--- config.mk ---
export PLATFORM = sky130hd
export DESIGN_NAME = rgb565_frame_writer_with_crosshair_top
export DESIGN_NICKNAME = d
export VERILOG_FILES = /design/src/rtl/rfwc_pkg.sv /design/src/rtl/rfwc_pix_map.sv /design/src/rtl/rgb565_frame_writer_with_crosshair_top.sv
export SDC_FILE = /design/constraint.sdc
export NUM_CORES = 1
export LEC_CHECK = 0
export BUFFER_PORTS_ARGS = -buffer_cell sky130_fd_sc_hd__buf_4
export CORE_MARGIN = 2
export CORE_UTILIZATION = 50
export DETAILED_ROUTE_END_ITERATION = 6
export PLACE_DENSITY = 0.65
export SETUP_SLACK_MARGIN = 0.4
export SYNTH_ARGS = -nofsm -noshare
export SYNTH_HDL_FRONTEND = slang
export SYNTH_SLANG_ARGS = --single-unit
--- constraint.sdc ---
create_clock -name i_clk -period 59.2 [get_ports i_clk]
set_input_delay 5.92 -clock i_clk [delete_from_list [all_inputs] [get_ports i_clk]]
set_output_delay 5.92 -clock i_clk [all_outputs]
set_load 0.01 [all_outputs]
--- src/rtl/rfwc_pkg.sv ---
package rfwc_pkg;

    localparam int unsigned DIM_W   = 12;
    localparam int unsigned PITCH_W = 16;
    localparam int unsigned TICK_W  = 24;
    localparam int unsigned ADDR_W  = 28;
    localparam int unsigned WORD_W  = 16;
    localparam int unsigned CNT_W   = 32;
    localparam int unsigned COLOR_W = 8;
    localparam int unsigned KIND_W  = 2;
    localparam int unsigned CFG_IDX_W  = 2;
    localparam int unsigned CFG_DATA_W = 24;

    // Arm length of the crosshair in pixels on each side of the centre.
    localparam logic [DIM_W:0] CROSS_ARM = 13'd20;

    localparam logic [WORD_W-1:0] GREEN565      = 16'h07E0;
    localparam logic [ADDR_W-1:0] NO_WRITE_ADDR = 28'hFFFFFFF;

    localparam logic [DIM_W-1:0]   RST_DISPLAY_WIDTH  = 12'd1280;
    localparam logic [DIM_W-1:0]   RST_DISPLAY_HEIGHT = 12'd720;
    localparam logic [PITCH_W-1:0] RST_PITCH_BYTES    = 16'd2560;
    localparam logic [TICK_W-1:0]  RST_FRAME_INTERVAL = 24'd16667;

    // Input request kinds.
    localparam logic [KIND_W-1:0] KIND_TICK  = 2'd0;
    localparam logic [KIND_W-1:0] KIND_START = 2'd1;
    localparam logic [KIND_W-1:0] KIND_PIXEL = 2'd2;

    // Result kinds.
    localparam logic [KIND_W-1:0] RES_WRITE    = 2'd0;
    localparam logic [KIND_W-1:0] RES_ACCEPTED = 2'd1;
    localparam logic [KIND_W-1:0] RES_SKIPPED  = 2'd2;
    localparam logic [KIND_W-1:0] RES_COMPLETE = 2'd3;

    // Configuration register indexes.
    localparam logic [CFG_IDX_W-1:0] CFG_DISPLAY_WIDTH  = 2'd0;
    localparam logic [CFG_IDX_W-1:0] CFG_DISPLAY_HEIGHT = 2'd1;
    localparam logic [CFG_IDX_W-1:0] CFG_PITCH_BYTES    = 2'd2;
    localparam logic [CFG_IDX_W-1:0] CFG_FRAME_INTERVAL = 2'd3;

    // What the pixel mapper tells the control about the current source pixel.
    typedef struct packed {
        logic              in_crop;
        logic              last;
        logic [ADDR_W-1:0] addr;
        logic [WORD_W-1:0] word;
    } t_pix_info;

    typedef struct packed {
        logic [KIND_W-1:0] kind;
        logic [ADDR_W-1:0] addr;
        logic [WORD_W-1:0] word;
        logic [CNT_W-1:0]  presented;
        logic [CNT_W-1:0]  skipped;
    } t_result;

endpackage

--- src/rtl/rfwc_pix_map.sv ---
module rfwc_pix_map (
    input  logic [rfwc_pkg::DIM_W-1:0]   i_col,
    input  logic [rfwc_pkg::DIM_W-1:0]   i_row,
    input  logic [rfwc_pkg::DIM_W-1:0]   i_src_width,
    input  logic [rfwc_pkg::DIM_W-1:0]   i_src_height,
    input  logic [rfwc_pkg::DIM_W-1:0]   i_disp_width,
    input  logic [rfwc_pkg::DIM_W-1:0]   i_disp_height,
    input  logic [rfwc_pkg::ADDR_W-1:0]  i_row_base,
    input  logic [rfwc_pkg::COLOR_W-1:0] i_red,
    input  logic [rfwc_pkg::COLOR_W-1:0] i_green,
    input  logic [rfwc_pkg::COLOR_W-1:0] i_blue,
    output rfwc_pkg::t_pix_info          o_info
);
    import rfwc_pkg::*;

    logic [DIM_W-1:0]  crop_w;
    logic [DIM_W-1:0]  crop_h;
    logic [DIM_W:0]    col_x;
    logic [DIM_W:0]    row_x;
    logic [DIM_W:0]    cx;
    logic [DIM_W:0]    cy;
    logic              horiz;
    logic              vert;
    logic              in_crop;
    logic [WORD_W-1:0] rgb565;

    always_comb begin
        crop_w  = (i_src_width < i_disp_width) ? i_src_width : i_disp_width;
        crop_h  = (i_src_height < i_disp_height) ? i_src_height : i_disp_height;
        in_crop = (i_col < crop_w) && (i_row < crop_h);

        // Widen by one bit so that the arm offsets cannot wrap.
        col_x = {1'b0, i_col};
        row_x = {1'b0, i_row};
        cx    = {2'b00, i_disp_width[DIM_W-1:1]};
        cy    = {2'b00, i_disp_height[DIM_W-1:1]};
        horiz = (row_x == cy) && (col_x + CROSS_ARM >= cx) && (col_x <= cx + CROSS_ARM);
        vert  = (col_x == cx) && (row_x + CROSS_ARM >= cy) && (row_x <= cy + CROSS_ARM);

        rgb565 = {i_red[7:3], i_green[7:2], i_blue[7:3]};

        o_info.in_crop = in_crop;
        o_info.last    = (col_x + 13'd1 >= {1'b0, i_src_width})
                      && (row_x + 13'd1 >= {1'b0, i_src_height});
        o_info.addr    = i_row_base + {{(ADDR_W-DIM_W-1){1'b0}}, i_col, 1'b0};
        if (!in_crop) begin
            o_info.word = '0;
        end else if (horiz || vert) begin
            o_info.word = GREEN565;
        end else begin
            o_info.word = rgb565;
        end
    end

endmodule

--- src/rtl/rgb565_frame_writer_with_crosshair_top.sv ---
// Channel   Direction  Handshake            Payload
// input     in         i_valid / o_ready    i_kind, i_frame_width, i_frame_height,
//                                           i_red, i_green, i_blue
// result    out        o_valid / i_ready    o_result_kind, o_write_address,
//                                           o_pixel_word, o_presented_count,
//                                           o_skipped_count
// config    in         i_cfg_wr_en          i_cfg_index, i_cfg_wdata
//
// One request is taken per clock while o_ready is high; its result is registered at the
// accepting edge (in the skid register if the output is stalled), as is all frame state.
// A two-entry output buffer (output register plus skid register) keeps o_ready high
// while one result waits; o_ready drops only when both entries are full.
// Synchronous active-low reset restores register defaults and clears frame and valid state.
module rgb565_frame_writer_with_crosshair_top (
    input  logic                           i_clk,
    input  logic                           i_rst_n,
    input  logic                           i_valid,
    output logic                           o_ready,
    input  logic [rfwc_pkg::KIND_W-1:0]    i_kind,
    input  logic [rfwc_pkg::DIM_W-1:0]     i_frame_width,
    input  logic [rfwc_pkg::DIM_W-1:0]     i_frame_height,
    input  logic [rfwc_pkg::COLOR_W-1:0]   i_red,
    input  logic [rfwc_pkg::COLOR_W-1:0]   i_green,
    input  logic [rfwc_pkg::COLOR_W-1:0]   i_blue,
    output logic                           o_valid,
    input  logic                           i_ready,
    output logic [rfwc_pkg::KIND_W-1:0]    o_result_kind,
    output logic [rfwc_pkg::ADDR_W-1:0]    o_write_address,
    output logic [rfwc_pkg::WORD_W-1:0]    o_pixel_word,
    output logic [rfwc_pkg::CNT_W-1:0]     o_presented_count,
    output logic [rfwc_pkg::CNT_W-1:0]     o_skipped_count,
    input  logic                           i_cfg_wr_en,
    input  logic [rfwc_pkg::CFG_IDX_W-1:0] i_cfg_index,
    input  logic [rfwc_pkg::CFG_DATA_W-1:0] i_cfg_wdata
);
    import rfwc_pkg::*;

    logic [DIM_W-1:0]   r_disp_width;
    logic [DIM_W-1:0]   r_disp_height;
    logic [PITCH_W-1:0] r_pitch;
    logic [TICK_W-1:0]  r_interval;

    logic [TICK_W-1:0]  r_elapsed, n_elapsed;
    logic               r_active, n_active;
    logic [DIM_W-1:0]   r_col, n_col;
    logic [DIM_W-1:0]   r_row, n_row;
    logic [DIM_W-1:0]   r_src_width, n_src_width;
    logic [DIM_W-1:0]   r_src_height, n_src_height;
    logic [ADDR_W-1:0]  r_row_base, n_row_base;
    logic [CNT_W-1:0]   r_presented, n_presented;
    logic [CNT_W-1:0]   r_skipped, n_skipped;

    logic               r_out_valid;
    t_result            r_out;
    logic               r_skid_valid;
    t_result            r_skid;

    logic               accept;
    logic               have_res;
    t_result            res;
    t_pix_info          pix;
    logic [DIM_W-1:0]   col_inc;

    rfwc_pix_map u_pix_map (
        .i_col         (r_col),
        .i_row         (r_row),
        .i_src_width   (r_src_width),
        .i_src_height  (r_src_height),
        .i_disp_width  (r_disp_width),
        .i_disp_height (r_disp_height),
        .i_row_base    (r_row_base),
        .i_red         (i_red),
        .i_green       (i_green),
        .i_blue        (i_blue),
        .o_info        (pix)
    );

    assign o_ready = !r_skid_valid;
    assign accept  = i_valid && o_ready;

    always_comb begin
        n_elapsed    = r_elapsed;
        n_active     = r_active;
        n_col        = r_col;
        n_row        = r_row;
        n_src_width  = r_src_width;
        n_src_height = r_src_height;
        n_row_base   = r_row_base;
        n_presented  = r_presented;
        n_skipped    = r_skipped;
        have_res     = 1'b0;
        res.kind     = RES_WRITE;
        res.addr     = '0;
        res.word     = '0;
        col_inc      = r_col + 12'd1;

        if (accept) begin
            case (i_kind)
                KIND_TICK: begin
                    if (r_elapsed != {TICK_W{1'b1}}) begin
                        n_elapsed = r_elapsed + 24'd1;
                    end
                end
                KIND_START: begin
                    have_res = 1'b1;
                    if (r_elapsed >= r_interval) begin
                        n_src_width  = i_frame_width;
                        n_src_height = i_frame_height;
                        n_col        = '0;
                        n_row        = '0;
                        n_row_base   = '0;
                        n_active     = (i_frame_width != '0) && (i_frame_height != '0);
                        n_elapsed    = '0;
                        n_presented  = r_presented + 32'd1;
                        res.kind     = RES_ACCEPTED;
                    end else begin
                        n_active  = 1'b0;
                        n_skipped = r_skipped + 32'd1;
                        res.kind  = RES_SKIPPED;
                    end
                end
                KIND_PIXEL: begin
                    if (r_active) begin
                        if (col_inc >= r_src_width) begin
                            n_col      = '0;
                            n_row      = r_row + 12'd1;
                            n_row_base = r_row_base + {{(ADDR_W-PITCH_W){1'b0}}, r_pitch};
                        end else begin
                            n_col = col_inc;
                        end
                        res.addr = pix.addr;
                        res.word = pix.word;
                        if (pix.last) begin
                            n_active = 1'b0;
                            have_res = 1'b1;
                            res.kind = RES_COMPLETE;
                            if (!pix.in_crop) begin
                                res.addr = NO_WRITE_ADDR;
                            end
                        end else begin
                            have_res = pix.in_crop;
                        end
                    end
                end
                default: begin
                end
            endcase
        end
        res.presented = n_presented;
        res.skipped   = n_skipped;
    end

    always_ff @(posedge i_clk) begin
        if (!i_rst_n) begin
            r_disp_width  <= RST_DISPLAY_WIDTH;
            r_disp_height <= RST_DISPLAY_HEIGHT;
            r_pitch       <= RST_PITCH_BYTES;
            r_interval    <= RST_FRAME_INTERVAL;
        end else if (i_cfg_wr_en) begin
            case (i_cfg_index)
                CFG_DISPLAY_WIDTH:  r_disp_width  <= i_cfg_wdata[DIM_W-1:0];
                CFG_DISPLAY_HEIGHT: r_disp_height <= i_cfg_wdata[DIM_W-1:0];
                CFG_PITCH_BYTES:    r_pitch       <= i_cfg_wdata[PITCH_W-1:0];
                CFG_FRAME_INTERVAL: r_interval    <= i_cfg_wdata[TICK_W-1:0];
                default: begin
                end
            endcase
        end
    end

    always_ff @(posedge i_clk) begin
        if (!i_rst_n) begin
            r_elapsed    <= '0;
            r_active     <= 1'b0;
            r_col        <= '0;
            r_row        <= '0;
            r_src_width  <= '0;
            r_src_height <= '0;
            r_row_base   <= '0;
            r_presented  <= '0;
            r_skipped    <= '0;
        end else begin
            r_elapsed    <= n_elapsed;
            r_active     <= n_active;
            r_col        <= n_col;
            r_row        <= n_row;
            r_src_width  <= n_src_width;
            r_src_height <= n_src_height;
            r_row_base   <= n_row_base;
            r_presented  <= n_presented;
            r_skipped    <= n_skipped;
        end
    end

    // The skid register only fills while the output register is stalled, and it
    // drains into the output register before any new result is taken.
    always_ff @(posedge i_clk) begin
        if (!i_rst_n) begin
            r_out_valid  <= 1'b0;
            r_skid_valid <= 1'b0;
        end else if (!r_out_valid || i_ready) begin
            if (r_skid_valid) begin
                r_out_valid  <= 1'b1;
                r_skid_valid <= 1'b0;
            end else begin
                r_out_valid <= have_res;
            end
        end else if (have_res) begin
            r_skid_valid <= 1'b1;
        end
    end

    always_ff @(posedge i_clk) begin
        if (!r_out_valid || i_ready) begin
            if (r_skid_valid) begin
                r_out <= r_skid;
            end else if (have_res) begin
                r_out <= res;
            end
        end else if (have_res) begin
            r_skid <= res;
        end
    end

    assign o_valid           = r_out_valid;
    assign o_result_kind     = r_out.kind;
    assign o_write_address   = r_out.addr;
    assign o_pixel_word      = r_out.word;
    assign o_presented_count = r_out.presented;
    assign o_skipped_count   = r_out.skipped;

endmodule

* After elaboration in Yosys (flattened, before gate mapping)
Index checks and enable logic that the tools add are counted.
Word-level totals: word-level logic and storage cells 137, input port bits 81, register bits after elaboration 451, output and inout bits 112
Operators by class: bitwise operators 2, $add $sub $neg 13, $lt $le $gt $ge 12, muxes and demuxes 42, equality and inequality tests 12, reductions and logical operators 31
Operators with widths (count):
- two-way mux 110 bit | 2
- two-way mux 32 bit | 6
- two-way mux 28 bit | 4
- two-way mux 46 bit | 2
- two-way mux 12 bit | 7
- adder 32 x 1 -> 32 bit (second input constant) | 2
- case mux 28 bit (2 select lines) | 1
- less-than comparator 12 bit | 4
- two-way mux 24 bit | 2
- case mux 12 bit (2 select lines) | 2
- case mux 24 bit (2 select lines) | 1
- two-way mux 44 bit | 1
- two-way mux 16 bit | 2
- two-way mux 30 bit | 1
- adder 28 x 13 -> 28 bit | 1
- adder 28 x 16 -> 28 bit | 1
- adder 12 x 1 -> 13 bit (second input constant) | 2
- adder 12 x 5 -> 13 bit (second input constant) | 2
- greater-or-equal comparator 13 x 11 -> 1 bit | 2
- greater-or-equal comparator 13 x 12 -> 1 bit | 2
- less-or-equal comparator 12 x 13 -> 1 bit | 2
- adder 11 x 5 -> 12 bit (second input constant) | 2
- adder 12 x 1 -> 12 bit (second input constant) | 2
- adder 24 x 1 -> 24 bit (second input constant) | 1
- 23 further kinds | 58

* Depth between registers and ports, before layout
Gate-level depths: netlist of the first run.
depth in word-level cells 12, gate-level depth with buffers 21, depth with buffers taken out 17

* Hierarchy
A second synthesis of the first run with hierarchy kept.
Second synthesis, totals: cell total of the unflattened synthesis 2615, area total of the unflattened synthesis 24845.1 sq um
By module, submodules not included:
- rgb565_frame_writer_with_crosshair_top | area each 19886.6 sq um, seq. area each 11230.8 sq um, cells an instance 1912, instances 1
- rfwc_pix_map | area each 4958.5 sq um, seq. area each 0.0 sq um, cells an instance 703, instances 1

* Worst setup path after synthesis of the first run
No wires, ideal clock.
path kind input to register, start point input port i_kind[1] (netlist name), end point register r_out (netlist bit o_pixel_word[0]), enable pin, data arrival time 23579 ps, setup time 1161 ps, path buffers 1, setup slack 34460 ps, data required time 58039 ps, stages 5, cell sequence inv_1 ha_1 clkbuf_1 nor3_1 a2111oi_0
Between the ends: word-level cells in the longest chain between the ends 5, elaborated cells between the ends (all ways) 6, those cells by class eq/ne: 2; mux: 2; reduce/logical: 2
Ends and longest elaborated chain:
- start, declared | RTL line rgb565_frame_writer_with_crosshair_top.sv:19 | input logic [rfwc_pkg::KIND_W-1:0] i_kind,
- == test 2 bit / == test 2 x 1 -> 1 bit (equally long branches) | RTL line rgb565_frame_writer_with_crosshair_top.sv:98 | case (i_kind)
- case mux 1 bit (2 select lines) (*) | RTL line rgb565_frame_writer_with_crosshair_top.sv:98
- two-way mux 1 bit (*) | RTL line rgb565_frame_writer_with_crosshair_top.sv:97 | if (accept) begin
- nonzero test 2 bit (no line) (*)
- AND reduction 2 bit (no line) (*)
- end signal, assigned | RTL line rgb565_frame_writer_with_crosshair_top.sv:216 | r_out <= r_skid;
- end signal, assigned | RTL line rgb565_frame_writer_with_crosshair_top.sv:218 | r_out <= res;
- end, declared | RTL line rgb565_frame_writer_with_crosshair_top.sv:54 | t_result r_out;
Mark *: on every way between the ends. The rest lies on a longest branch, timed or not. A chain may end at the register's enable or synchronous reset.

* Final worst setup path of the first run
start point input port i_kind[1] (netlist name), end point register r_out (netlist bit o_presented_count[1]) (data pin)
Between the ends: word-level cells in the longest chain between the ends 5
Ends and longest elaborated chain:
- == test 2 x 1 -> 1 bit | RTL line rgb565_frame_writer_with_crosshair_top.sv:98
- two-way mux 32 bit | RTL line rgb565_frame_writer_with_crosshair_top.sv:98
- two-way mux 32 bit | RTL line rgb565_frame_writer_with_crosshair_top.sv:97
- named net n_presented[1] | RTL line rgb565_frame_writer_with_crosshair_top.sv:50 | logic [CNT_W-1:0] r_presented, n_presented;
- two-way mux 110 bit | RTL line rgb565_frame_writer_with_crosshair_top.sv:217 | end else if (have_res) begin
- two-way mux 110 bit | RTL line rgb565_frame_writer_with_crosshair_top.sv:215 | if (r_skid_valid) begin
The timed path passes the listed nets, and every way through them passes these cells. The select of a mux whose other input is x is not followed.

==> results of run 1 <==
==> metrics by stage <==
stage	util [%]	hold slack, ns	instance area (um2)
CTS	57.48	0.4671	28140
finish	57.49	0.4611	28140
global route	57.49	0.4909	28140
detailed placement	54.38	0.4594	26620
floorplan	-	0.4435	24750
global placement	54.38	0.4538	26620
==> per-layer routing <==
layer,track usage [%],routed length [um]
met1,32.55,28320
met2,39.96,28820
met3,3.369,2757
met4,8.362,1941
met5,0,0
==> cells by family (layout without fill, tap and decap cells) <==
| group | after synthesis | after routing | share of synthesized area, % |
|---|---|---|---|
| buffers and inverters | 242 | 402 | 3.893 |
| muxes | 80 | 80 | 3.559 |
| AOI/OAI and AO/OA | 501 | 501 | 13.59 |
| and+or+nand+nor | 886 | 886 | 18.29 |
| DFF | 451 | 451 | 45.38 |
| other | 0 | 1 | 0 |
| xor gates and xnor gates | 179 | 179 | 6.335 |
| adders and majority gates | 176 | 176 | 8.959 |
==> state kept, by name (all words and copies together), names as in the netlist, 16 cells and up <==
| register | cells |
|---|---|
| o_pixel_word | 16 |
| o_presented_count | 32 |
| o_skipped_count | 32 |
| o_write_address | 28 |
| r_elapsed | 24 |
| r_interval | 24 |
| r_pitch | 16 |
| r_presented | 32 |
| r_row_base | 28 |
| r_skid | 110 |
| r_skipped | 32 |
==> power breakdown <==
group	total [W]	internal [W]	switching, W
Combinational	0.0000312	0.0000117	0.0000195
Sequential	0.000330	0.000328	0.00000230
Clock	0.000289	0.000166	0.000123
==> layout make-up <==
type	count	area (um2)
Antenna cell	1	2.502
Clock buffer	71	1388
Clock inverter	14	131.4
Fill cell	4223	20810
Inverter	111	416.7
Multi-Input combinational cell	1822	12590
Sequential cell	451	11230
Tap cell	664	830.8
Timing Repair Buffer	206	1546
==> critical path, stage by stage <==
cell and delay, ns:
buf_4 0.13, inv_1 0.07, ha_1 0.46, inv_1 0.19, nor2_2 0.13, buf_4 0.34, nand2_1 0.35, nor2_2 0.94
mux2_2 0.44, mux2_2 0.26
==> synth_stat cells (all sizes together) (11+ instances only) <==
cell / n / area (um2)
xnor2: 112 / 980.9
mux2i: 16 / 160.2
nand4: 47 / 294.0
a211oi: 13 / 97.59
xor2: 67 / 586.8
o2111ai: 25 / 225.2
nand2: 319 / 1197
nor3: 49 / 250.2
mux2: 64 / 720.7
nor2: 128 / 480.5
a21boi: 100 / 750.7
a21o: 25 / 187.7
or4: 18 / 135.1
ha: 174 / 2177
buf: 34 / 181.4
nor4: 35 / 300.3
inv: 111 / 416.7
o31ai: 27 / 202.7
or3: 13 / 81.33
and2: 86 / 538.0
edfxtp: 220 / 6606
clkbuf: 97 / 365.4
and3: 47 / 294.0
o21ai: 86 / 430.4
o211ai: 35 / 262.8
dfxtp: 231 / 4624
nand2b: 11 / 68.82
a21oi: 118 / 594.3
o21a: 17 / 127.6
and4: 11 / 96.34
nor2b: 17 / 106.4
nand3: 75 / 380.4
==> worst min path at each step <==
| stage | endpoint | slack (ns) | cells past startpoint |
|---|---|---|---|
| 2_1_floorplan | r_disp_height[2] | 0.44 | 2 |
| 3_3_place_gp | r_interval[2] | 0.45 | 2 |
| 3_5_place_dp | r_interval[6] | 0.46 | 2 |
| 4_1_cts | r_disp_height[2] | 0.47 | 2 |
| 5_1_grt | r_interval[2] | 0.49 | 2 |
| 6_report | r_interval[6] | 0.46 | 2 |
==> results_dict.tcl, run 1 <==
set metrics [dict create \
    r2r-start "r_disp_height[5]" \
    postCtsSetupRepairBufs 0 \
    port_buffers 184 \
    grt_pass1_wl_mm 98.63 \
    ios 193 \
    start_util_pct 50.56 \
    cts.repair.resized 0 \
    powerDensity_nw_per_um2 23.12 \
    worstReg2RegEnd "r_skid[76]" \
    wl_per_cell_um 18.51 \
    cp.arrival_ns 9.25 \
    grt_pass1_vias 18413 \
    period_needed_ns 8.914 \
    hp-start "r_interval[6]" \
    wl_mm 61.84 \
    slew_headroom_pct 20.57 \
    layout-drive-gt1-share_pct 14.47 \
    fin_crit_sh_pct 15.06 \
    drc 0 \
    synthArstFlopShare_pct 0 \
    max_freq_mhz 112.2 \
    synthFlopType "dfxtp_1" \
    fin_nets 2896 \
    synth-seq-area-share_pct 45.38 \
    cp_data_required_time_ns 59.54 \
    drv_slew 0 \
    vias 18817 \
    r2r_cells 20 \
    dr.pass1.iters 6 \
    cts-buffers-inserted 47 \
    antenna_found_initial 1 \
    fp-row-count 81 \
    final_cell_mix "319 x nand2_1, 230 x dfxtp_1, 220 x edfxtp_1" \
    crit_path_start "i_kind[1]" \
    ys.warnings.count 0 \
    final_common_cell "nand2_1" \
    status "finished clean" \
    htreeDepth 2 \
    via_per_inst 5.634 \
    synth_seq_cells 451 \
    clkLatencyLatePin_ns 0.59 \
    dp_cells 3254 \
    cts_sinks 451 \
    critical_path_class "primary input to register" \
    clockBufferDepth 3 \
    ant_nets 0 \
    core_um2 48950 \
    synth.distinct_cells 74 \
    avgSynthCellArea_um2 9.840 \
    place_congestion 0.9121 \
    cp_max_fo 34 \
    hp-class "register to register" \
    cts_tree "built" \
    syn_area_um2 24750 \
    hold_viol 0 \
    synthCells 2515 \
    synth_edf_count 220 \
    grt_util_all_layers_pct 24.18 \
    finalSetupViolations 0 \
    die_h_um 226.5 \
    cap_violations 0 \
    timing.reg2reg.setup_slack_ns 52.82 \
    grt_overflow 0 \
    dp_hpwl_mm 43.75 \
    path_clk_slew_ns 0.06 \
    dieArea_um2 51290 \
    ctsRootBufferMaster "clkbuf_16" \
    area_growth_pct 13.71 \
    drtIter0Drc 1075 \
    final.setup.worst_slack_ns 50.29 \
    crit_end "o_presented_count[1]" \
    setup.worst_path.start_class "primary input" \
    die-width_um 226.5 \
    power_leakage_nw 10.95 \
    finalNonFillerCells 3340 \
    fin_skew_ns 0.03038 \
    setup_tns_ns 0 \
    post-place-ws_ns 49.73 \
    cts_hold_repair.buffers 0 \
    worst_slew_pin_slew_ns 1.185 \
    power_w 0.0006507 \
    end_kind "register" \
    grt_max_degree 101 \
    grt_setup_unrepaired "no" \
    syn_nets 2772 \
    ir_worst_vdd_v 0.00001865 \
]
(Power assumes the default switching activity.)
==> run 2: changes to the inputs <==
==> constraint.sdc (replaced) <==
create_clock -name i_clk -period 9 [get_ports i_clk]
set_input_delay 0.9 -clock i_clk [delete_from_list [all_inputs] [get_ports i_clk]]
set_output_delay 0.9 -clock i_clk [all_outputs]
set_load 0.01 [all_outputs]
==> results_dict.tcl, run 2 (synthesis results as in run 1) <==
set metrics [dict create \
    cp_max_fo 79 \
    fp-row-count 81 \
    place_congestion 0.9142 \
    vias 18911 \
    grt_setup_unrepaired "no" \
    wl_mm 62.02 \
    cp_data_required_time_ns 9.23 \
    max_freq_mhz 161.7 \
    ir_worst_vdd_v 0.0001318 \
    layout-drive-gt1-share_pct 14.64 \
    largest_register_ffs 110 \
    cts_sinks 451 \
    final.setup.worst_slack_ns 2.815 \
    ant_nets 0 \
    core_um2 48950 \
    dieArea_um2 51290 \
    setup_tns_ns 0 \
    grt_util_all_layers_pct 24.27 \
    drtIter0Drc 1249 \
    wl_per_cell_um 18.55 \
    cpMostUsedCell "a21oi_1" \
    area_growth_pct 14.04 \
    end_kind "register" \
    postCtsSetupRepairBufs 0 \
    top_register "r_skid" \
    cp.arrival_ns 6.42 \
    cts.repair.resized 0 \
    final_common_cell "nand2_1" \
    fin_crit_sh_pct 68.72 \
    grt_max_degree 112 \
    final_cell_mix "319 x nand2_1, 230 x dfxtp_1, 220 x edfxtp_1" \
    cts-buffers-inserted 47 \
    grt_pass1_vias 18315 \
    start_util_pct 50.56 \
    dr.pass1.iters 5 \
    die-width_um 226.5 \
    status "finished clean" \
    fin_nets 2896 \
    cap_violations 0 \
    seq_area_um2 11230 \
    multiInputGateArea_um2 12610 \
    clockBufferDepth 3 \
    dp_hpwl_mm 44.34 \
    cts_tree "built" \
    ios 193 \
    finalNonFillerCells 3344 \
    dp_cells 3254 \
    powerDensity_nw_per_um2 155.0 \
    path_clk_slew_ns 0.06 \
    critical_path_class "register to register" \
    ctsRootBufferMaster "clkbuf_16" \
    htreeDepth 2 \
    grt_overflow 0 \
    hp-class "register to register" \
    fin_skew_ns 0.01938 \
    die_h_um 226.5 \
    setup.worst_path.start_class "register" \
    drv_slew 0 \
    fillCellCount 4276 \
    worst_slew_pin_slew_ns 1.180 \
    slew_headroom_pct 21.22 \
    drc 0 \
    critical_path.cell_chain "inv_1, ha_1, a21oi_1, o21ai_0, a21oi_1, o21ai_0, a21oi_1, buf_4, nor2_1, a21oi_1, ha_1, a21oi_1, o21ai_0, a21oi_1, nand3_1, a221o_1, buf_4, a21oi_1, o2111a_4, buf_4" \
    slowest_stage "o2111a_4" \
    antenna_found_initial 1 \
    hold_viol 0 \
    max_stage_delay_ns 0.95 \
    cts_hold_repair.buffers 0 \
    period_needed_ns 6.185 \
    power_leakage_nw 10.97 \
    finalSetupViolations 0 \
    grt_pass1_wl_mm 98.95 \
    clkLatencyLatePin_ns 0.60 \
    post-place-ws_ns 2.800 \
    port_buffers 184 \
    via_per_inst 5.655 \
]
[run 2: metrics by stage]
step           hold slack, ns  utilization (%)  instance area [um2]  total power (W)
6_report               0.4649            57.66                28220         0.004374
5_1_grt                0.4867            57.65                28220         0.004518
4_1_cts                0.4682            57.65                28220         0.004416
3_5_place_dp           0.4598            54.41                26630         0.002423
3_3_place_gp           0.4535            54.41                26630         0.002418
2_1_floorplan          0.4435                -                24770         0.002329
[run 2: where the power goes]
part / internal, W / switching, W
registers: 0.00216 / 0.0000155
logic: 0.0000776 / 0.000127
clock network: 0.00115 / 0.000844
total: 0.00339 / 0.000987
[run 2: final timing paths]
check,from,endpoint,slack [ns],cells past startpoint
setup / recovery,r_disp_height[5],r_skid[65],2.82,20
setup reg to reg,r_disp_height[5],r_skid[65],2.82,20
hold reg to reg,r_interval[6],r_interval[6],0.46,2
hold / removal,r_interval[6],r_interval[6],0.46,2
[run 2: worst max-delay path, delay by kind of cell, from the launching register on]
kind,cells,cell delay [ns]
AND/OR/NAND/NOR,2,0.15
flip-flops,1,0.51
adder cells (fa/ha/maj),2,0.59
AO/OA/AOI/OAI,12,3.23
buffers and inverters,4,1.28
[run 2: final cells by class]
type                    instances  share of cell area (%)
inverters                     111                   1.476
clock inverters                28                   1.135
diodes                          2                 0.01773
flip-flops and latches        451                   39.80
clock buffers                  60                   4.486
well taps                     664                   2.944
repair buffers                206                   5.479
multi-input cells            1822                   44.66
[run 2: metal layers]
| metal | wire length (um) | GRT usage, % | share of wire [%] | up-vias |
|---|---|---|---|---|
| met4 | 2097 | 8.701 | 3.4 | 0 |
| met3 | 2825 | 3.304 | 4.6 | 110 |
| met1 | 28260 | 33.08 | 46 | 9046 |
| met2 | 28830 | 39.55 | 46 | 457 |
| met5 | 0 | 0 | 0 | - |
| li1 | - | - | - | 9298 |
==> run 3: changes to the inputs <==
--- a/config.mk
+++ b/config.mk
@@ -5,11 +5,12 @@
 export SDC_FILE = /design/constraint.sdc
 export NUM_CORES = 1
 export LEC_CHECK = 0
+export ABC_AREA = 1
 export BUFFER_PORTS_ARGS = -buffer_cell sky130_fd_sc_hd__buf_4
 export CORE_MARGIN = 2
 export CORE_UTILIZATION = 50
 export DETAILED_ROUTE_END_ITERATION = 6
-export PLACE_DENSITY = 0.65
+export PLACE_DENSITY = 0.68
 export SETUP_SLACK_MARGIN = 0.4
 export SYNTH_ARGS = -nofsm -noshare
 export SYNTH_HDL_FRONTEND = slang
==> constraint.sdc (replaced) <==
create_clock -name i_clk -period 5.5 [get_ports i_clk]
set_input_delay 0.55 -clock i_clk [delete_from_list [all_inputs] [get_ports i_clk]]
set_output_delay 0.55 -clock i_clk [all_outputs]
set_load 0.01 [all_outputs]
==> results_dict.tcl, run 3 <==
set metrics [dict create \
    status "finished clean" \
    synth_edf_count 220 \
    critical_path.cell_chain "inv_1, nor4_1, nand2_1, nor2_1, nand4_1, nor2_1, xor2_1, inv_1, ha_1, nand4_1, o211ai_2, a21o_1, nand3_1, nand2_1, inv_1, nand2_1, nand2_1, a21oi_4, buf_12" \
    clockBufferDepth 3 \
    synth-seq-area-share_pct 44.74 \
    cp_data_required_time_ns 5.74 \
    hp-class "primary input to register" \
    fp-row-count 82 \
    cts.repair.resized 0 \
    synth.distinct_cells 59 \
    place_congestion 0.9178 \
    cts_tree "built" \
    top_register "r_skid" \
    powerDensity_nw_per_um2 269.0 \
    slew_headroom_pct 30.62 \
    ctsRootBufferMaster "clkbuf_16" \
    max_stage_delay_ns 0.47 \
    intPower_w 0.005806 \
    postCtsSetupRepairBufs 0 \
    worst_slew_pin_slew_ns 1.037 \
    timing.reg2reg.setup_slack_ns 0.81 \
    wl_met1_mm 28.15 \
    crit_family "simple AND/OR/NAND/NOR gates" \
    cp_num_cells 19 \
    dp_cells 3831 \
    synth_top_area_cell "edfxtp_1" \
    final_common_cell "nand2_1" \
    dr.pass1.iters 5 \
    cp.arrival_ns 4.93 \
    synthCells 3054 \
    cp_num_buf_inv 4 \
    cts_hold_repair.buffers 0 \
    r2r-start "r_col[0]" \
    seq_power_share_pct 46.5 \
    cts_sinks 451 \
    largest_register_ffs 110 \
    yosys-top-cells-count "652 x nand2_1, 366 x inv_1, 302 x nor2_1" \
    die-width_um 228.1 \
    synthFlopType "dfxtp_1" \
    vias 20567 \
    drc 0 \
    antenna_cells 0 \
    fin_nets 3467 \
    power_frac_clock_pct 44.5 \
    r2r_cells 19 \
    crit_path_start "r_col[0]" \
    antenna_found_initial 0 \
    fin_skew_ns 0.02887 \
    period_needed_ns 4.687 \
    topRoutingLayerUsed "met4" \
    wl_per_cell_um 16.12 \
    grt_util_all_layers_pct 24.03 \
    finalNonFillerCells 3923 \
    setup_tns_ns 0 \
    core_um2 49860 \
    critical_path_class "register to register" \
    end_kind "register" \
    crit_end "o_pixel_word[9]" \
    synth_seq_cells 451 \
    switching_share_pct 25.01 \
    dr_wl_met3_mm 2.853 \
    cts-buffers-inserted 49 \
    start_util_pct 50.34 \
    finalSetupViolations 0 \
    max_freq_mhz 213.4 \
    dieArea_um2 52010 \
    dp_hpwl_mm 46.47 \
    slowest_stage "buf_12" \
    combPwrFrac_pct 9.0 \
    setup.worst_path.start_class "register" \
    syn_nets 3311 \
    cp_max_fo 110 \
    grt_max_degree 111 \
    yosys-top-cells-area "edfxtp_1 26%, dfxtp_1 18%, nand2_1 9.7%, ha_1 8.7%, inv_1 5.5%" \
    ios 193 \
    ys.warnings.count 0 \
    power_leakage_nw 11.93 \
    path_clk_slew_ns 0.06 \
    htreeDepth 2 \
    final_cell_mix "652 x nand2_1, 365 x inv_1, 301 x nor2_1" \
    met2_length_mm 30.54 \
    grt_setup_unrepaired "no" \
    ant_nets 0 \
    cpMostUsedCell "nand2_1" \
    grt_overflow 0 \
    wl_mm 63.23 \
    worstReg2RegEnd "o_pixel_word[9]" \
    cap_violations 0 \
    synthArstFlopShare_pct 0 \
    power.switching_w 0.001936 \
    fin_crit_sh_pct 85.22 \
    fillCellCount 4433 \
    layout-drive-gt1-share_pct 11.75 \
    drv_slew 0 \
    die_h_um 228.1 \
    ir_worst_vdd_v 0.0002017 \
    synth_top_area_share_pct 26.32 \
    avgSynthCellArea_um2 8.219 \
    hold_viol 0 \
    via_per_inst 5.243 \
    syn_area_um2 25100 \
    grt_pass1_wl_mm 101.9 \
    grt_pass1_vias 19917 \
    port_buffers 184 \
    area_growth_pct 14.64 \
    drtIter0Drc 1531 \
    clkLatencyLatePin_ns 0.62 \
    synth_most_common_cell "nand2_1" \
]
[run 3: cell count changes after synthesis, moves of 37 or more]
cell and change:
o21ai_0 +126, clkbuf_1 -37, and2_1 -85, a21oi_1 +106
and3_1 -46, inv_1 +255, a21boi_0 -99, xor2_1 +56
nand2_1 +333, mux2_2 -64, nor2_1 +174, xnor2_1 -89
[run 3: through the flow]
step / power, W / hold WS (ns) / setup WS [ns] / util (%) / instance area, um2
final: 0.007742 / 0.1986 / 0.8129 / 57.71 / 28780
after global routing: 0.008005 / 0.1897 / 0.4132 / 57.71 / 28780
after CTS: 0.007806 / 0.1724 / 0.8025 / 57.71 / 28780
after detailed placement: 0.004366 / 0.4589 / 0.8417 / 54.30 / 27070
after global placement: 0.004348 / 0.4500 / 0.8179 / 54.30 / 27070
after floorplan: 0.004152 / 0.4353 / 0.4047 / - / 25120
[run 3: final cells by class]
cell class                      instances  area [um2]  share of cell area [%]
Clock buffer                           64        1333                   4.631
Sequential cell                       451       11240                   39.05
Clock inverter                         28       369.1                   1.283
Inverter                              398        1498                   5.205
Tap cell                              672       840.8                   2.922
Timing Repair Buffer                  202        1567                   5.444
Multi-Input combinational cell       2108       11930                   41.47
[run 3: worst min-delay path by stage]
stage                    start              to  cells after the start
2_1_floorplan   r_interval[10]  r_interval[10]                      2
3_3_place_gp    r_row_base[26]  r_row_base[26]                      2
3_5_place_dp     r_interval[7]   r_interval[7]                      2
4_1_cts        i_cfg_wdata[14]  r_interval[14]                      3
5_1_grt        i_cfg_wdata[14]  r_interval[14]                      3
6_report       i_cfg_wdata[14]  r_interval[14]                      3
[run 3: worst min-delay path, stage by stage]
cell	delay [ns]
buf_4	0.10
a21oi_1	0.06
o21ai_0	0.06
[run 3: cells by family after synthesis]
logic type	share of synthesized area, %
AO/OA/AOI/OAI	12.41
buffers and inverters	7.791
flip-flops	44.74
AND/OR/NAND/NOR	21.00
adder cells (fa/ha/maj)	8.833
XOR/XNOR	5.224
[run 3: power by group through the flow]
stage                     clock network [W]  registers [W]  logic [W]
final                               0.00344        0.00360   0.000695
after CTS                           0.00351        0.00360   0.000695
after floorplan                           0        0.00367   0.000481
after detailed placement                  0        0.00368   0.000691
after global placement                    0        0.00367   0.000674
after global routing                0.00363        0.00361   0.000772
[run 3: per-layer routing]
metal	track usage, %	up-vias
li1	-	10424
met1	31.15	9539
met2	41.93	493
met3	2.738	111
met4	7.721	0
met5	0	-
